--- src/ppmg_pkg.sv ---
package ppmg_pkg;

  // Channel table depth
  localparam int MAX_CHANNELS = 16;

  // Field widths fixed by the stream format
  localparam int KIND_W  = 1;
  localparam int CH_W    = 4;
  localparam int WIDTH_W = 16;
  localparam int TICK_W  = 17;

  // Slot index runs from the start slot (0) up to MAX_CHANNELS
  localparam int IDX_W = $clog2(MAX_CHANNELS + 1);
  // Index into the channel tables
  localparam int CHI_W = (MAX_CHANNELS > 1) ? $clog2(MAX_CHANNELS) : 1;

  // Reset values
  localparam int DEFAULT_COUNT = 6;
  localparam int COUNT_RESET   = (DEFAULT_COUNT > MAX_CHANNELS) ? MAX_CHANNELS : DEFAULT_COUNT;
  localparam logic [WIDTH_W-1:0] SYNC_RESET = WIDTH_W'(350);
  localparam logic [WIDTH_W-1:0] GAP_RESET  = WIDTH_W'(300);
  localparam logic               IDLE_RESET = 1'b1;

  // Stream packing
  localparam int IN_TDATA_W  = 24;
  localparam int OUT_TDATA_W = 8;

  // Configuration port
  localparam int CFG_ADDR_W = 2;
  localparam int CFG_DATA_W = 16;
  localparam logic [CFG_ADDR_W-1:0] REG_SYNC_SLOT  = 2'd0;
  localparam logic [CFG_ADDR_W-1:0] REG_GAP_LOW    = 2'd1;
  localparam logic [CFG_ADDR_W-1:0] REG_IDLE_LEVEL = 2'd2;

  // Item kinds on the input stream
  localparam logic KIND_WRITE = 1'b0;
  localparam logic KIND_TICK  = 1'b1;

  // Command queue depth
  localparam int QDEPTH = 2;
  localparam int QPTR_W = $clog2(QDEPTH);
  localparam int QCNT_W = $clog2(QDEPTH + 1);

  // Classified commands
  typedef logic [1:0] ppmg_op_t;
  localparam ppmg_op_t OP_NOP        = 2'd0;
  localparam ppmg_op_t OP_STORE      = 2'd1;
  localparam ppmg_op_t OP_STORE_LAST = 2'd2;
  localparam ppmg_op_t OP_TICK       = 2'd3;

  typedef struct packed {
    ppmg_op_t            op;
    logic [CH_W-1:0]     channel;
    logic [WIDTH_W-1:0]  width;
  } ppmg_cmd_t;

  typedef struct packed {
    logic [WIDTH_W-1:0] sync_slot;
    logic [WIDTH_W-1:0] gap_low;
    logic               idle_level;
  } ppmg_cfg_t;

  // Encoder state seen by the result stage
  typedef struct packed {
    logic               active;
    logic [IDX_W-1:0]   idx;
    logic [TICK_W-1:0]  tick;
  } ppmg_res_t;

endpackage

--- src/ppmg_front.sv ---
module ppmg_front (
  input  logic                clk,
  input  logic                rst_n,
  input  logic                in_valid,
  output logic                in_ready,
  input  logic                in_kind,
  input  logic                in_last,
  input  logic [3:0]          in_channel,
  input  logic [15:0]         in_width,
  output logic                cmd_valid,
  input  logic                cmd_ready,
  output ppmg_pkg::ppmg_cmd_t cmd
);
  import ppmg_pkg::*;

  ppmg_cmd_t           q_r [QDEPTH];
  logic [QPTR_W-1:0]   wr_ptr_r, wr_ptr_nxt;
  logic [QPTR_W-1:0]   rd_ptr_r, rd_ptr_nxt;
  logic [QCNT_W-1:0]   cnt_r, cnt_nxt;
  ppmg_cmd_t           cls;
  logic                push, pop;

  // Classify the incoming item
  always_comb begin
    cls.channel = in_channel;
    cls.width   = in_width;
    if (in_kind == KIND_TICK) begin
      cls.op = OP_TICK;
    end else if (int'(in_channel) < MAX_CHANNELS) begin
      cls.op = in_last ? OP_STORE_LAST : OP_STORE;
    end else begin
      cls.op = OP_NOP;  // write beyond the table: no effect
    end
  end

  // Queue handshake
  assign in_ready  = (cnt_r != QCNT_W'(QDEPTH));
  assign cmd_valid = (cnt_r != '0);
  assign cmd       = q_r[rd_ptr_r];
  assign push      = in_valid & in_ready;
  assign pop       = cmd_valid & cmd_ready;

  always_comb begin
    wr_ptr_nxt = wr_ptr_r;
    rd_ptr_nxt = rd_ptr_r;
    cnt_nxt    = cnt_r;
    if (push) begin
      wr_ptr_nxt = (int'(wr_ptr_r) == QDEPTH - 1) ? '0 : wr_ptr_r + QPTR_W'(1);
    end
    if (pop) begin
      rd_ptr_nxt = (int'(rd_ptr_r) == QDEPTH - 1) ? '0 : rd_ptr_r + QPTR_W'(1);
    end
    case ({push, pop})
      2'b10:   cnt_nxt = cnt_r + QCNT_W'(1);
      2'b01:   cnt_nxt = cnt_r - QCNT_W'(1);
      default: cnt_nxt = cnt_r;
    endcase
  end

  always_ff @(posedge clk) begin
    if (!rst_n) begin
      wr_ptr_r <= '0;
      rd_ptr_r <= '0;
      cnt_r    <= '0;
    end else begin
      wr_ptr_r <= wr_ptr_nxt;
      rd_ptr_r <= rd_ptr_nxt;
      cnt_r    <= cnt_nxt;
    end
  end

  // Queue storage
  always_ff @(posedge clk) begin
    if (push) begin
      q_r[wr_ptr_r] <= cls;
    end
  end

endmodule

--- src/ppmg_back.sv ---
module ppmg_back (
  input  logic                clk,
  input  logic                rst_n,
  input  logic                cmd_valid,
  output logic                cmd_ready,
  input  ppmg_pkg::ppmg_cmd_t cmd,
  input  ppmg_pkg::ppmg_cfg_t cfg,
  output logic                res_valid,
  input  logic                res_ready,
  output logic                res_level,
  output logic                res_busy
);
  import ppmg_pkg::*;

  typedef logic [MAX_CHANNELS-1:0][WIDTH_W-1:0] width_arr_t;

  width_arr_t          chan_r, chan_nxt;
  width_arr_t          frame_r, frame_nxt;
  logic [IDX_W-1:0]    count_r, count_nxt;
  logic [IDX_W-1:0]    idx_r, idx_nxt;
  logic [TICK_W-1:0]   tick_r, tick_nxt;
  logic                active_r, active_nxt;
  ppmg_res_t           res_r;
  logic                res_valid_r;
  logic                go;
  logic [WIDTH_W-1:0]  cur_w, res_w, high_w;
  logic [IDX_W-1:0]    ch_count;
  logic [CHI_W-1:0]    ch_idx;

  // Width of a slot: start slot from the register, channels from the frame copy
  function automatic logic [WIDTH_W-1:0] slot_width(input logic [IDX_W-1:0]   idx,
                                                    input logic [WIDTH_W-1:0] sync,
                                                    input width_arr_t         frames);
    logic [IDX_W-1:0] k;
    k = idx - IDX_W'(1);
    if (idx == '0) begin
      return sync;
    end else if (int'(k) >= MAX_CHANNELS) begin
      return '0;
    end else begin
      return frames[CHI_W'(k)];
    end
  endfunction

  // Result register handshake
  assign cmd_ready = !res_valid_r | res_ready;
  assign go        = cmd_valid & cmd_ready;

  assign cur_w    = slot_width(idx_r, cfg.sync_slot, frame_r);
  assign ch_idx   = CHI_W'(cmd.channel);
  assign ch_count = IDX_W'(cmd.channel) + IDX_W'(1);

  // Command execution
  always_comb begin
    chan_nxt   = chan_r;
    frame_nxt  = frame_r;
    count_nxt  = count_r;
    idx_nxt    = idx_r;
    tick_nxt   = tick_r;
    active_nxt = active_r;
    if (go) begin
      unique case (cmd.op)
        OP_NOP: begin
        end
        OP_STORE: begin
          chan_nxt[ch_idx] = cmd.width;
        end
        OP_STORE_LAST: begin
          chan_nxt[ch_idx] = cmd.width;
          count_nxt        = ch_count;
          // Idle: latch the active channels and start a frame
          if (!active_r) begin
            for (int i = 0; i < MAX_CHANNELS; i++) begin
              if (i < int'(ch_count)) begin
                frame_nxt[i] = chan_nxt[i];
              end
            end
            idx_nxt    = '0;
            tick_nxt   = '0;
            active_nxt = 1'b1;
          end
        end
        OP_TICK: begin
          if (active_r) begin
            if (tick_r >= TICK_W'(cur_w)) begin
              tick_nxt = '0;
              if (idx_r >= count_r) begin
                idx_nxt    = '0;
                active_nxt = 1'b0;
              end else begin
                idx_nxt = idx_r + IDX_W'(1);
              end
            end else begin
              tick_nxt = tick_r + TICK_W'(1);
            end
          end
        end
      endcase
    end
  end

  always_ff @(posedge clk) begin
    if (!rst_n) begin
      chan_r      <= '0;
      frame_r     <= '0;
      count_r     <= IDX_W'(COUNT_RESET);
      idx_r       <= '0;
      tick_r      <= '0;
      active_r    <= 1'b0;
      res_valid_r <= 1'b0;
    end else begin
      chan_r   <= chan_nxt;
      frame_r  <= frame_nxt;
      count_r  <= count_nxt;
      idx_r    <= idx_nxt;
      tick_r   <= tick_nxt;
      active_r <= active_nxt;
      if (cmd_ready) begin
        res_valid_r <= cmd_valid;
      end
    end
  end

  // Snapshot of the state after the item
  always_ff @(posedge clk) begin
    if (go) begin
      res_r <= '{active: active_nxt, idx: idx_nxt, tick: tick_nxt};
    end
  end

  // Pin level from the snapshot; frame copy is stable while a busy result waits
  assign res_w  = slot_width(res_r.idx, cfg.sync_slot, frame_r);
  assign high_w = (res_w > cfg.gap_low) ? (res_w - cfg.gap_low) : '0;

  assign res_valid = res_valid_r;
  assign res_busy  = res_r.active;
  assign res_level = res_r.active ? (res_r.tick < TICK_W'(high_w)) : cfg.idle_level;

endmodule

--- src/ppm_pulse_train_generator.sv ---
// PPM pulse train generator: one result transfer per input transfer.
// Path from an input transfer to its output transfer: the command queue, then
// the execute stage into the result register.
// Throughput: one item per clock while the result stream is not stalled; the execute stage updates the encoder state.
// Reset (rst_n low, synchronous): queue and result emptied, encoder idle, channel and
// frame tables cleared, channel count 6, registers back to 350 / 300 / level high.
module ppm_pulse_train_generator (
  input  logic                                  clk,
  input  logic                                  rst_n,
  // input stream
  input  logic                                  in_tvalid,
  output logic                                  in_tready,
  input  logic [ppmg_pkg::IN_TDATA_W-1:0]       in_tdata,   // [3:0] channel, [19:4] width
  input  logic                                  in_tuser,   // [0] kind
  input  logic                                  in_tlast,
  // result stream
  output logic                                  out_tvalid,
  input  logic                                  out_tready,
  output logic [ppmg_pkg::OUT_TDATA_W-1:0]      out_tdata,  // [0] level, [1] busy_res
  // configuration writes
  input  logic                                  cfg_we,
  input  logic [ppmg_pkg::CFG_ADDR_W-1:0]       cfg_addr,
  input  logic [ppmg_pkg::CFG_DATA_W-1:0]       cfg_wdata
);
  import ppmg_pkg::*;

  ppmg_cfg_t  cfg_r;
  ppmg_cmd_t  cmd;
  logic       cmd_valid, cmd_ready;
  logic       res_level, res_busy;

  // Configuration registers
  always_ff @(posedge clk) begin
    if (!rst_n) begin
      cfg_r.sync_slot  <= SYNC_RESET;
      cfg_r.gap_low    <= GAP_RESET;
      cfg_r.idle_level <= IDLE_RESET;
    end else if (cfg_we) begin
      unique case (cfg_addr)
        REG_SYNC_SLOT:  cfg_r.sync_slot  <= cfg_wdata[WIDTH_W-1:0];
        REG_GAP_LOW:    cfg_r.gap_low    <= cfg_wdata[WIDTH_W-1:0];
        REG_IDLE_LEVEL: cfg_r.idle_level <= cfg_wdata[0];
        default: begin
        end
      endcase
    end
  end

  // Accept and classify
  ppmg_front u_front (
    .clk        (clk),
    .rst_n      (rst_n),
    .in_valid   (in_tvalid),
    .in_ready   (in_tready),
    .in_kind    (in_tuser),
    .in_last    (in_tlast),
    .in_channel (in_tdata[CH_W-1:0]),
    .in_width   (in_tdata[CH_W+WIDTH_W-1:CH_W]),
    .cmd_valid  (cmd_valid),
    .cmd_ready  (cmd_ready),
    .cmd        (cmd)
  );

  // Encoder state and result register
  ppmg_back u_back (
    .clk       (clk),
    .rst_n     (rst_n),
    .cmd_valid (cmd_valid),
    .cmd_ready (cmd_ready),
    .cmd       (cmd),
    .cfg       (cfg_r),
    .res_valid (out_tvalid),
    .res_ready (out_tready),
    .res_level (res_level),
    .res_busy  (res_busy)
  );

  assign out_tdata = {(OUT_TDATA_W - 2)'(0), res_busy, res_level};

  // Nothing is pending in the cycle after reset
  a_reset_empty: assert property (@(posedge clk) !rst_n |=> !out_tvalid)
    else $error("result valid right after reset");

  // The queue only fills up while the result side is stalled
  a_full_needs_stall: assert property (@(posedge clk) disable iff (!rst_n)
    !in_tready |-> $past(out_tvalid && !out_tready))
    else $error("input stalled without output backpressure");

  // An idle result shows the idle level
  a_idle_level: assert property (@(posedge clk) disable iff (!rst_n)
    (out_tvalid && !out_tdata[1]) |-> (out_tdata[0] == cfg_r.idle_level))
    else $error("idle result with wrong pin level");

endmodule

--- config.mk ---
export PLATFORM = sky130hd
export DESIGN_NAME = ppm_pulse_train_generator
export DESIGN_NICKNAME = d
export VERILOG_FILES = /design/src/ppmg_pkg.sv /design/src/ppmg_front.sv /design/src/ppmg_back.sv /design/src/ppm_pulse_train_generator.sv
export SDC_FILE = /design/constraint.sdc
export NUM_CORES = 2
export LEC_CHECK = 0
export BUFFER_PORTS_ARGS = -buffer_cell sky130_fd_sc_hd__buf_2
export CAP_MARGIN = 20
export CORE_MARGIN = 2
export CORE_UTILIZATION = 62
export CTS_BUF_LIST = sky130_fd_sc_hd__clkbuf_16
export DETAILED_ROUTE_END_ITERATION = 6
export PLACE_DENSITY = 0.82
export SKIP_LAST_GASP = 1
export SYNTH_ARGS = -nofsm -noshare
export SYNTH_HDL_FRONTEND = slang
export SYNTH_SLANG_ARGS = --single-unit
export TNS_END_PERCENT = 5
--- constraint.sdc ---
create_clock -name clk -period 11.48 [get_ports clk]
set_input_delay 2.87 -clock clk [delete_from_list [all_inputs] [get_ports clk]]
set_output_delay 2.87 -clock clk [all_outputs]
set_load 0.02 [all_outputs]
## After elaboration in Yosys (flattened, before gate mapping)

Memories as Yosys holds them, arrays and structs flattened. A register that Yosys moved wholly into a read port is not among the register bits.
Cells that the tools add are included.

- Register bits after elaboration: 601
- Bits in writable memories: 44
- Word-level logic and storage cells: 162
- Memories: 1

Memory list:

| name | depth | bits a word | rd ports | clocked after Yosys merged registers in | wr ports | RTL line | source |
|---|---|---|---|---|---|---|---|
| u_front.q_r | 2 | 22 | 1 | 1 | 1 | ppmg_front.sv:16 | `ppmg_cmd_t q_r [QDEPTH];` |

- $add $sub $neg: 10
- Magnitude comparators: 26
- Equality and inequality tests: 8
- Mux-type cells: 38
- Bitwise gates (word level): 4
- Reduce and logical (&&, ||, !) cells: 29

Operators with widths:

| kind | number |
|---|---|
| 256-bit bitwise mux | 1 |
| 16-bit binary-select mux with 4-bit select | 2 |
| 16-bit 2-to-1 mux | 8 |
| 17-bit 2-to-1 mux | 4 |
| 16-bit demux with 4-bit select | 1 |
| 4-bit AND reduction | 16 |
| 4-bit by 5-bit less-than comparator with 1-bit output, first input constant | 8 |
| 17-bit one-hot mux with 2 select lines | 1 |
| 5-bit 2-to-1 mux | 5 |
| 3-bit by 5-bit less-than comparator with 1-bit output, first input constant | 4 |
| 17-bit by 1-bit adder with 17-bit output, second input constant | 1 |
| 17-bit by 16-bit greater-or-equal comparator with 1-bit output | 1 |
| 17-bit by 16-bit less-than comparator with 1-bit output | 1 |
| 16-bit > comparator | 1 |
| 16-bit subtractor | 1 |
| 4-bit by 5-bit less-than comparator with 1-bit output, second input constant | 3 |
| 1-bit 2-to-1 mux | 11 |
| 5-bit greater-or-equal comparator, second input constant | 2 |
| 5-bit logical NOT | 2 |
| 1-bit by 5-bit less-than comparator with 1-bit output, first input constant | 2 |
| 2-bit by 5-bit less-than comparator with 1-bit output, first input constant | 2 |
| 5-bit one-hot mux with 2 select lines | 1 |
| 2-bit AND reduction | 5 |
| 5-bit by 1-bit subtractor with 5-bit output, second input constant | 2 |
| 21 further kinds | 30 |

## Logic depth before layout (Yosys ltp)

- Depth in word-level cells: 10
- Mapped depth: 31
- Mapped depth without buffers: 24

## By module

A second synthesis with hierarchy kept.

- Cells, all modules: 3622
- Area total of the unflattened synthesis: 31983.2 um2

Modules (own cells, without submodules):

| module | instances | cells an instance | area an instance (um2) |
|---|---|---|---|
| ppmg_back | 1 | 3385 | 28717.5 |
| ppmg_front | 1 | 94 | 1826.8 |
| ppm_pulse_train_generator | 1 | 143 | 1438.9 |

## Worst setup path before layout

Ideal clock, no wire load.

- Kind: flip-flop to output port
- Start: reg u_back.res_r[17] (netlist bit)
- End: out out_tdata[0] (netlist bit)
- Data arrival time: 6.261 ns
- Slack: 2.349 ns
- Cell stages (with the launch flop): 30
- Path buffers: 8
- Path through: edfxtp_1 > buf_1 > buf_2 > buf_2 > inv_1 > ha_1 > buf_2 > buf_2 > clkbuf_1 > mux4_2 > nand2_1 > nand3_1 > a32o_1 > ha_1 > a21oi_1 > o21ai_0 > a311oi_1 > a311oi_1 > o21a_1 > clkbuf_1 > nand2_1 > ha_1 > a21oi_1 > nor2b_1 > o21ai_0 > nand2b_1 > a211oi_1 > o31ai_1 > a31oi_1 > buf_4

- Cells in the longest elaborated chain, start to end: 9
- Elaborated cells between the ends (all ways): 12
- Classes of those cells: add/sub (2); order compare (3); mux (6); reduce/logical (1)

Ends and longest elaborated chain:

| what | RTL line | source |
|---|---|---|
| start: declaration | ppmg_back.sv:23 | `ppmg_res_t res_r;` |
| start signal: assignment | ppmg_back.sv:127 | `res_r <= '{active: active_nxt, idx: idx_nxt, tick: tick_nxt};` |
| 5-bit by 1-bit subtractor with 5-bit output | ppmg_back.sv:35 | `k = idx - IDX_W'(1);` |
| 16-bit binary-select mux with 4-bit select | ppmg_back.sv:41 | `return frames[CHI_W'(k)];` |
| 16-bit 2-to-1 mux (not written as such) | ppmg_back.sv:41 |  |
| 16-bit 2-to-1 mux | ppmg_back.sv:38 | `end else if (int'(k) >= MAX_CHANNELS) begin` |
| 16-bit 2-to-1 mux (*) | ppmg_back.sv:36 | `if (idx == '0) begin` |
| 16-bit subtractor or 16-bit > comparator (tied branches) | ppmg_back.sv:133 | `assign high_w = (res_w > cfg.gap_low) ? (res_w - cfg.gap_low) : '0;` |
| 16-bit 2-to-1 mux (*) | ppmg_back.sv:133 |  |
| 17-bit by 16-bit less-than comparator with 1-bit output (*) | ppmg_back.sv:137 | `assign res_level = res_r.active ? (res_r.tick < TICK_W'(high_w)) : cfg.idle_level;` |
| 1-bit 2-to-1 mux (*) | ppmg_back.sv:137 |  |
| end: declaration | ppm_pulse_train_generator.sv:19 | `output logic [ppmg_pkg::OUT_TDATA_W-1:0] out_tdata,` |

Every way passes the cells marked *; elsewhere a longest branch is shown, timed or not. The select of a mux whose other input is x is not followed.

## Worst setup path after layout

Ends and elaborated chain as after synthesis.

==> summary.txt <==
CTS
  – CTS Hold Buffers Added: 0
  – H-tree levels: 3
  – Clock Latency Late Sink: 0.61 ns
  – Clock-pin slew on the worst setup and hold paths: 0.06 ns
  – Post-CTS setup buffers: 0
  – PostCTS Resize Cnt: 0
  – Num Clock Sinks: 630
  – Clk buf depth: 3
  – CTS tree: yes
  – Clock root buffer: clkbuf_16
  – Total CTS buffers: 67

Route
  – DR iter-0 viols: 2,930
  – Via count: 27,270
  – Post-DRT Antenna Nets: 0
  – Total Routed Length: 93.33 mm
  – Routed WL per cell: 22.52 µm
  – # DRC: 0
  – Drt first pass iters: 6
  – Vias/cell: 6.580

Timing
  – Setup TNS: 0 ns
  – Fin crit period: 9.916 ns
  – Unrepaired setup endpoints after global routing: no
  – Final setup viols: 0
  – Max-Slew Margin vs Limit: 22.21%
  – Fin. max-slew vios: 0
  – Clk_skew: 0.02555 ns
  – Fin. Hold Viols: 0
  – Fmax: 0.1008 GHz
  – Final period utilization: 86.38%
  – Measured slew at the worst slew-check pin: 1.167 ns

Setup path
  – CP Data Required Time: 8.61 ns
  – CP Launch Type: flip-flop
  – Setup Crit Path Kind: flip-flop to output pin
  – Crit path max fanout: 38
  – Worst setup EP type: output pin
  – WP data arrival: 7.05 ns
  – R2R cell count: 15

Flow run
  – MaxCap Viol Count: 0

Finish
  – # diodes: 0
  – Fin nets: 3,540
  – Post-Layout Cell Count: 4,144
  – Final Util: 68.15%
  – Fillers: 3,860
  – Area growth, synth to finish: 9.138%
  – Layout cells sized above 1: 12.24%

Yosys
  – Synth top area share: 36.20%
  – Post-synth EDFFs: 67
  – Top cell type by total area after synthesis: dfxtp_1
  – Synth cell types: 84
  – Yosys warnings: 0
  – Synthesized cell area: 31,140 µm²
  – Register area share after synthesis: 42.66%
  – Mapped Cells: 3,576
  – Share of synthesized registers carrying an async set or reset: 0%
  – Mean Syn Cell Area: 8.707 µm²
  – Main area contributors after synthesis: dfxtp_1 36%, mux4_2 9.3%, a211oi_1 8.2%
  – Top_reg_cell synth: dfxtp_1
  – Flops & latches, synth: 630

Place
  – DP Cell Count: 4,017
  – GPL Wtd Cong: 0.9650
  – Detail Placement HPWL: 60.10 mm
  – Port Buffer Count: 48

Floorplan
  – Die area: 52,030 µm²
  – Ports: 59
  – Die W: 228.1 µm
  – Core Rows: 82
  – Core box area: 49,860 µm²
  – Initial Util: 62.44%
  – Die height: 228.1 µm

Global routing
  – Met3 Use GR: 6.675%
  – GR peak layer: met2
  – Met2 Use GR: 55.98%
  – Met1 Usage GRT: 43.55%
  – GRT Overall Usage: 34.99%
  – Total congestion overflow: 0
  – Vias in the first global route: 25,750
  – First-pass GRT wire length: 142.7 mm
  – Initial antenna violation count: 1
  – Largest net degree at the start of global routing: 220

Pwr
  – Worst IR Drop VDD: 0.1516 mV
  – Pwr per Cell Area: 200.5 nW/µm²
  – Overall power: 0.006812 W
  – Leakage: 11.00 nW

Worst hold path
  – Cell depth of the worst min-delay path: 2
  – Worst min path class: flip-flop to flip-flop

Outcome
  – Status: completed
==> stage by stage <==
step / hold slack [ns] / instance area, µm² / setup WS (ns)
after floorplan: 0.4363 / 31150 / 2.349
after global placement: 0.4448 / 31670 / 2.051
after detailed placement: 0.4498 / 31720 / 2.054
after CTS: 0.4614 / 33730 / 1.406
after global routing: 0.4800 / 33980 / 0.9684
final: 0.4555 / 33980 / 1.564
==> flip-flops by register name, indices dropped and copies added (netlist names), named ones only <==
signal            cells
u_back.frame_r      256
u_back.chan_r       240
u_front.q_r          44
cfg_r                33
u_back.res_r         22
u_back.tick_r        17
u_back.count_r        5
u_back.idx_r          5
u_front.cnt_r         2
u_back.active_r       1
u_back.res_busy       1
u_back.res_valid      1
u_front.rd_ptr_r      1
u_front.wr_ptr_r      1
==> Yosys cell counts (4+ instances only) <==
master    number
a211o_1        4
a211oi_1     340
a21o_1         4
a21oi_1      240
a31oi_1        4
a32o_1        17
a32oi_1       16
and2_1        35
and3_1         6
buf_1         22
buf_2         65
buf_4         13
clkbuf_1     249
dfxtp_1      563
edfxtp_1      67
ha_1          63
inv_1         45
mux2i_1       20
mux4_2       128
nand2_1      564
nand2b_1      11
nand3_1      128
nand3b_1      38
nand4_1       18
nand4b_1       4
nor2_1       486
nor2b_1       12
nor3_1        15
nor4_1         6
o211ai_1      74
o21a_1         5
o21ai_0      197
o21ai_1        7
o31ai_1       12
or3_1          7
xnor2_1       13
xor2_1         9
==> layout by cell type, fill, tap and decap left out, drive strengths merged, types with 16 or more instances in the layout <==
cell and n:
nor2 488, mux4 128, nand2 565, edfxtp 67, dfxtp 563, a32oi 16, and2 35, nand3b 39
o211ai 74, ha 63, inv 67, a32o 17, o21ai 206, a211oi 340, buf 129, a21oi 242
nand3 128, clkbuf 69, mux2i 23, clkinv 22, nand4 18
==> report_power, final <==
group          internal [W]  leakage [nW]  total, W  switching, W
logic              0.000749          4.76   0.00232       0.00157
registers           0.00236          5.18   0.00245     0.0000904
clock network       0.00115          1.06   0.00204      0.000884
==> cell type report <==
type,instances,area [µm²],share of cell area (%)
Inverter,47,183.9,0.5413
Tap cell,672,840.8,2.474
Timing Repair Buffer,129,1050,3.089
Multi-Input combinational cell,2552,16610,48.88
Clock inverter,45,282.8,0.8321
Sequential cell,630,13290,39.10
Clock buffer,69,1727,5.081
==> worst paths after layout <==
| kind | from | end | slack [ns] |
|---|---|---|---|
| max | u_back.res_r[17]$_DFFE_PP_ | out_tdata[0] | 1.56 |
| max reg2reg | u_back.idx_r[0]$_SDFF_PN0_ | u_back.res_r[6]$_DFFE_PP_ | 4.71 |
| min reg2reg | cfg_r[14]$_SDFFE_PN0P_ | cfg_r[14]$_SDFFE_PN0P_ | 0.46 |
| min | cfg_r[14]$_SDFFE_PN0P_ | cfg_r[14]$_SDFFE_PN0P_ | 0.46 |
==> worst max-delay path, cell delays in order (launching register included) <==
cell and delay, ns:
edfxtp_1 0.37, buf_4 0.51, buf_4 0.69, mux4_2 0.59, nand2_1 0.12, nand3b_1 0.26
a32o_1 0.43, ha_1 0.32, nor2b_1 0.15, o2111a_1 0.26, o31ai_1 0.46, a211o_1 0.21
a21boi_0 0.11, o311ai_0 0.55, ha_1 0.36, and4_1 0.22, a21oi_1 0.14, a21boi_0 0.08
o21ai_0 0.15, a31oi_1 0.10, a31oi_1 0.14, buf_2 0.19
==> logic make-up (layout without fill, tap and decap cells) <==
family                     after synthesis  after routing  synth area share, %
muxes                                  154            154                10.24
adders and majority gates               64             64                2.596
other                                    1              6              0.01204
DFF                                    630            630                42.66
buffers and inverters                  399            290                5.240
AOI/OAI and AO/OA                      961            961                20.27
and+or+nand+nor                       1343           1343                18.26
xor gates and xnor gates                24             24               0.7233
==> routing by layer <==
layer	part of all wire (%)	wire length, µm	vias up
met3	9.8	9112	325
li1	-	-	12510
met1	38	35170	12990
met2	46	42840	1435
met4	6.6	6185	2
met5	0.014	13	-
No activity file was read; power rests on OpenSTA's default activity.
